[src/hw/rtl/mcmp_pkg.sv]
package mcmp_pkg;

	typedef logic [2:0] event_kind_t;

	localparam event_kind_t KIND_NOTE_ON    = 3'd0;
	localparam event_kind_t KIND_NOTE_OFF   = 3'd1;
	localparam event_kind_t KIND_CONTROLLER = 3'd2;
	localparam event_kind_t KIND_BEND       = 3'd3;
	localparam event_kind_t KIND_PROGRAM    = 3'd4;
	localparam event_kind_t KIND_PRESSURE   = 3'd5;

	localparam logic [3:0] CMD_NOTE_OFF   = 4'h8;
	localparam logic [3:0] CMD_NOTE_ON    = 4'h9;
	localparam logic [3:0] CMD_CONTROLLER = 4'hB;
	localparam logic [3:0] CMD_PROGRAM    = 4'hC;
	localparam logic [3:0] CMD_PRESSURE   = 4'hD;
	localparam logic [3:0] CMD_BEND       = 4'hE;

	localparam logic [7:0] REALTIME_FIRST = 8'hF8;

	// Data bytes that a status byte calls for; zero for any status other than 8x, 9x, Bx, Cx, Dx and Ex.
	function automatic logic [1:0] data_count(input logic [7:0] status);
		logic [1:0] n;
		begin
			case (status[7:4])
				CMD_PROGRAM, CMD_PRESSURE: n = 2'd1;
				CMD_NOTE_OFF, CMD_NOTE_ON, CMD_CONTROLLER, CMD_BEND: n = 2'd2;
				default: n = 2'd0;
			endcase
			return n;
		end
	endfunction

endpackage

[src/hw/rtl/midi_channel_message_parser_unit.sv]
// MIDI channel message parser with running status. One raw byte is taken per
// word on the input channel; a completed note on, note off, controller, pitch
// bend, program change or channel pressure message yields one event word.
// Bytes from 0xF8 upwards are dropped without touching the parser state, and
// a 9x message with velocity zero is reported as note off. The block accepts
// one byte every cycle: a byte waits in the input register while the decode
// updates the running status, and the event of a final byte is then loaded
// into the result register, from which it is offered on the output. The rate
// drops only while the output side stalls a waiting event and the byte in the
// input register would complete another.
module midi_channel_message_parser_unit (
	input  logic                 clk,
	input  logic                 arst_n,
	input  logic                 in_valid,
	output logic                 in_ready,
	input  logic [7:0]           midi_byte,
	output logic                 out_valid,
	input  logic                 out_ready,
	output mcmp_pkg::event_kind_t event_kind,
	output logic [3:0]           channel,
	output logic [6:0]           key_or_param,
	output logic signed [13:0]   event_value
);
	import mcmp_pkg::*;

	logic        valid_s1;
	logic [7:0]  byte_s1;
	logic [7:0]  held_status_q;
	logic [1:0]  pending_q;
	logic [6:0]  first_data_q;

	logic        out_valid_q;
	event_kind_t kind_q;
	logic [3:0]  channel_q;
	logic [6:0]  key_q;
	logic [13:0] value_q;

	logic [7:0]  held_nxt;
	logic [1:0]  pending_nxt;
	logic [6:0]  first_nxt;
	logic        produce;
	event_kind_t kind_nxt;
	logic [6:0]  key_nxt;
	logic [13:0] value_nxt;
	logic        advance;

	always_comb begin
		logic [1:0] pend;
		logic [1:0] n;
		logic [6:0] d;
		held_nxt    = held_status_q;
		pending_nxt = pending_q;
		first_nxt   = first_data_q;
		produce     = 1'b0;
		kind_nxt    = KIND_NOTE_ON;
		key_nxt     = 7'd0;
		value_nxt   = 14'd0;
		pend        = pending_q;
		n           = 2'd0;
		d           = byte_s1[6:0];
		if (byte_s1[7]) begin
			if (byte_s1 < REALTIME_FIRST) begin
				n = data_count(byte_s1);
				if (n == 2'd0) begin
					held_nxt    = 8'd0;
					pending_nxt = 2'd0;
				end else begin
					held_nxt    = byte_s1;
					pending_nxt = n;
				end
			end
		end else begin
			// A data byte with nothing open re-arms the running status.
			if (pending_q == 2'd0 && held_status_q != 8'd0) begin
				n = data_count(held_status_q);
				pend = n;
				if (n == 2'd0)
					held_nxt = 8'd0;
			end
			if (pend >= 2'd2) begin
				first_nxt   = d;
				pending_nxt = 2'd1;
			end else if (pend == 2'd1) begin
				pending_nxt = 2'd0;
				produce     = 1'b1;
				case (held_status_q[7:4])
					CMD_NOTE_ON: begin
						key_nxt = first_data_q;
						if (d != 7'd0) begin
							kind_nxt  = KIND_NOTE_ON;
							value_nxt = {7'd0, d};
						end else begin
							kind_nxt = KIND_NOTE_OFF;
						end
					end
					CMD_NOTE_OFF: begin
						kind_nxt = KIND_NOTE_OFF;
						key_nxt  = first_data_q;
					end
					CMD_CONTROLLER: begin
						kind_nxt  = KIND_CONTROLLER;
						key_nxt   = first_data_q;
						value_nxt = {7'd0, d};
					end
					CMD_BEND: begin
						// Subtracting 8192 from a 14-bit value flips its top bit.
						kind_nxt  = KIND_BEND;
						value_nxt = {~d[6], d[5:0], first_data_q};
					end
					CMD_PROGRAM: begin
						kind_nxt  = KIND_PROGRAM;
						value_nxt = {7'd0, d};
					end
					CMD_PRESSURE: begin
						kind_nxt  = KIND_PRESSURE;
						value_nxt = {7'd0, d};
					end
					default: produce = 1'b0;
				endcase
			end
		end
	end

	// A byte that yields no event may move on even while the result register is stalled.
	assign advance  = valid_s1 && (!out_valid_q || out_ready || !produce);
	assign in_ready = !valid_s1 || advance;

	always_ff @(posedge clk or negedge arst_n) begin
		if (!arst_n) begin
			valid_s1      <= 1'b0;
			held_status_q <= 8'd0;
			pending_q     <= 2'd0;
			out_valid_q   <= 1'b0;
		end else begin
			if (in_ready)
				valid_s1 <= in_valid;
			if (advance) begin
				held_status_q <= held_nxt;
				pending_q     <= pending_nxt;
			end
			if (advance && produce)
				out_valid_q <= 1'b1;
			else if (out_ready)
				out_valid_q <= 1'b0;
		end
	end

	always_ff @(posedge clk) begin
		if (in_ready && in_valid)
			byte_s1 <= midi_byte;
		if (advance)
			first_data_q <= first_nxt;
		if (advance && produce) begin
			kind_q    <= kind_nxt;
			channel_q <= held_status_q[3:0];
			key_q     <= key_nxt;
			value_q   <= value_nxt;
		end
	end

	assign out_valid    = out_valid_q;
	assign event_kind   = kind_q;
	assign channel      = channel_q;
	assign key_or_param = key_q;
	assign event_value  = value_q;

endmodule

[config.mk]
export PLATFORM = sky130hd
export DESIGN_NAME = midi_channel_message_parser_unit
export DESIGN_NICKNAME = d
export VERILOG_FILES = /design/src/hw/rtl/mcmp_pkg.sv /design/src/hw/rtl/midi_channel_message_parser_unit.sv
export SDC_FILE = /design/constraint.sdc
export NUM_CORES = 1
export LEC_CHECK = 0
export BUFFER_PORTS_ARGS = -buffer_cell sky130_fd_sc_hd__clkbuf_2
export CORE_ASPECT_RATIO = 1.25
export CORE_MARGIN = 4
export CORE_UTILIZATION = 27
export CTS_BUF_LIST = sky130_fd_sc_hd__clkbuf_16
export CTS_CLUSTER_DIAMETER = 40
export DETAILED_ROUTE_END_ITERATION = 16
export HOLD_SLACK_MARGIN = 0.15
export PLACE_DENSITY = 0.52
export SLEW_MARGIN = 0
export SYNTH_ARGS = -nofsm -noshare
export SYNTH_HDL_FRONTEND = slang
export SYNTH_SLANG_ARGS = --single-unit
[constraint.sdc]
create_clock -name clk -period 2.6 [get_ports clk]
set_clock_uncertainty 0.05 [all_clocks]
set_input_delay 0.26 -clock clk [delete_from_list [all_inputs] [get_ports clk]]
set_output_delay 0.26 -clock clk [all_outputs]
set_load 0.005 [all_outputs]
==> impl_metrics.yaml <==
outcome:
  outcome: "finished, final reports clean"
clock_network:
  htree_levels: 2
  clk_pin_slew_worst_paths_ps: 70
  numCtsBuffers: 5
  cts_setup_buffers: 0
  numClockSinks: 55
  cts_tree: "done"
  cts_buffer_depth: 2
  root_buffer: "clkbuf_16"
  clk_latency_ps: 290
worst_setup_path:
  arrival_ps: 1870
  r2r_start: "held_status_q[5]"
  crit_path_end_kind: "register"
  crit_path_max_incr_delay_ps: 530
  startpoint_type: "register"
  crit_start: "held_status_q[5]"
  crit_slowest_cell: "dfrtp_1"
  crit_required_ps: 2480
  crit_fanout: 11
  worstSetupPathType: "reg2reg"
  crit_chain: "nor2b_1, xnor2_1, a31oi_1, nor2_1"
final_layout:
  nFillCells: 828
  stdcell_area_um2: 2840
  n_antenna_cell: 0
  final_layout_size_suffix_gt1_share_pct: 27.5
  nets: 229
  final_util_pct: 34.5
  synthToLayoutAreaGrowth_pct: 25.0
power_and_ir_drop:
  seqPwrFrac_pct: 52.8
  internal-power_mw: 1.52
  p_comb_share_pct: 14.1
  cellLeakagePower_nw: 1.12
  switching_share_pct: 26.5
  switchingPower_uw: 548
  powerDensity_nw_per_um2: 726
  clockPowerShare_pct: 33.1
  total_power_mw: 2.07
  peakVddDrop_uv: 252
global_routing:
  grt_first_pass_wirelength_mm: 7.87
  grt-ovfl-total: 0
  grt.busiest_layer: "met2"
  grtUsageMet3_pct: 1.83
  grtUsageMet2_pct: 16.3
  grt_max_degree: 29
  grt_usage_pct: 9.94
  grt_pass1_vias: 1501
  antenna_found_initial: 0
  gr-usage-met1_pct: 12.5
route:
  first_pass_iters: 4
  drc: 0
  wl_mm: 4.66
  viasPerCell: 4.72
  drt_iter0_drc: 88
  via_count: 1488
  postRouteAntennaNets: 0
  post_drt_wl_per_cell_um: 14.8
timing:
  final-setup-viol-count: 0
  fin_crit_ps: 1990
  period_share_pct: 76.6
  final_hold_viol_count: 0
  fmax_mhz: 502
  rsz0062_at_grt: "false"
  tns_ps: 0
  tightest_slew_ps: 746
  max_slew_margin_pct: 49.9
  drv_slew: 0
placed_design:
  port_buffers: 41
  postPlaceCellArea_um2: 2590
  place_hpwl_mm: 3.39
  gp_congestion: 0.767
logic_synthesis:
  synth_top_family_by_area: "simple AND/OR/NAND/NOR gates"
  synth_nets: 175
  synth_edf_count: 43
  synthTopCellsByCount: "edfxtp_1, dfrtp_1, nor2_1"
  synth_ff_type: "edfxtp_1"
  ys_warn_count: 0
  muxShareOfSynthArea_pct: 0
  synth_fa_ha_area_share_pct: 0
  synth_area_leaders: "edfxtp_1, dfrtp_1, a22o_1"
  ys_ff_latch: 55
  netlist_area_um2: 2280
  synth.avg_cell_area_um2: 14.0
  synth_xor_xnor_area_share_pct: 1.87
  synth-seq-area-share_pct: 69.9
  synth_simple_gate_area_share_pct: 13.1
  syn_inst: 163
  synth.most_common_cell: "edfxtp_1"
  async_flop_share_pct: 21.8
  ys_types: 36
  synth_top_cell_by_area: "edfxtp_1"
  synth_top_cell_area_share_pct: 56.7
  synth_compound_area_share_pct: 12.7
run:
  cap_violations: 0
floorplanning:
  die_area_um2: 9970
  start_util_pct: 27.6
  row_count: 37
  pin_count: 42
  dieHeight_um: 111
  fp.dieW_um: 90.1
  core_area_um2: 8240
hold_path:
  hp-class: "in2reg"
  hold_path_startpoint: "out_ready"
==> what timing repair did <==
action	CTS	global route
hold buffers	10	0
endpoints found under the hold margin	21	0
endpoints found under the setup margin	0	0
resized for setup	0	0
==> power groups by stage <==
stage,combinational [mW],clock [mW],sequential [mW]
after floorplan,0.221,0,1.08
after global placement,0.281,0,1.11
after detailed placement,0.283,0,1.11
after CTS,0.295,0.704,1.09
after global routing,0.324,0.746,1.10
final,0.291,0.685,1.09
==> cell usage in the layout (no fill, tap or decap), types with 7 or more instances in the layout <==
| cell type | count |
|---|---|
| a22o_1 | 7 |
| a22oi_1 | 7 |
| and2_1 | 9 |
| and3_1 | 7 |
| clkbuf_2 | 41 |
| dfrtp_1 | 12 |
| dlygate4sd3_1 | 10 |
| edfxtp_1 | 43 |
| nand2_1 | 8 |
| nor2_1 | 12 |
==> path summary, 6_finish.rpt <==
check / slack (ps) / end / depth (start not counted)
worst max-delay path: 610 / first_data_q[5] / 4
worst min-delay path: 230 / out_valid / 3
worst max register to register: 610 / first_data_q[5] / 4
worst min register to register: 450 / channel[1] / 0
max in group asynchronous: 1900 / held_status_q[1] / 2
min in group asynchronous: 340 / pending_q[0] / 2
==> worst max-delay path, delay by kind of cell, from the launching register on <==
family           cells  cell delay, ps
AO/OA/AOI/OAI        1             140
flip-flops           1             530
AND/OR/NAND/NOR      2             760
XOR/XNOR             1             150
==> metal layers <==
layer | share of wire [%] | up-vias
met4 | 3.2 | 0
met2 | 49 | 44
li1 | - | 718
met3 | 4.1 | 11
met5 | 0 | -
met1 | 43 | 715
==> metrics by stage <==
step,setup slack [ps],std cells,hold WS [ps]
detailed placement,617,297,127
CTS,593,315,243
global placement,687,297,123
finish,608,315,234
floorplan,530,163,-85.6
global route,365,315,283
==> cells by family after synthesis <==
| family | Yosys count |
|---|---|
| AND/OR/NAND/NOR | 56 |
| AO/OA/AOI/OAI | 37 |
| flip-flops | 55 |
| XOR/XNOR | 4 |
| buffers and inverters | 11 |
==> sequential cells by signal, summed over array words and instances, names as in the netlist <==
register and flops:
byte_s1 8, channel 4, event_kind 3, event_value 14
first_data_q 7, held_status_q 8, key_or_param 7, out_valid 1
pending_q 2, valid_s1 1
==> layout make-up <==
cell class / instances / area, µm² / share of cell area [%]
tap: 97 / 121 / 4.27
multi-input combinational: 97 / 631 / 22.2
inverter: 3 / 11.3 / 0.396
clock inverter: 3 / 28.8 / 1.01
timing repair buffer: 55 / 335 / 11.8
clock buffer: 5 / 125 / 4.40
sequential: 55 / 1590 / 56.0
(Power assumes the default switching activity.)
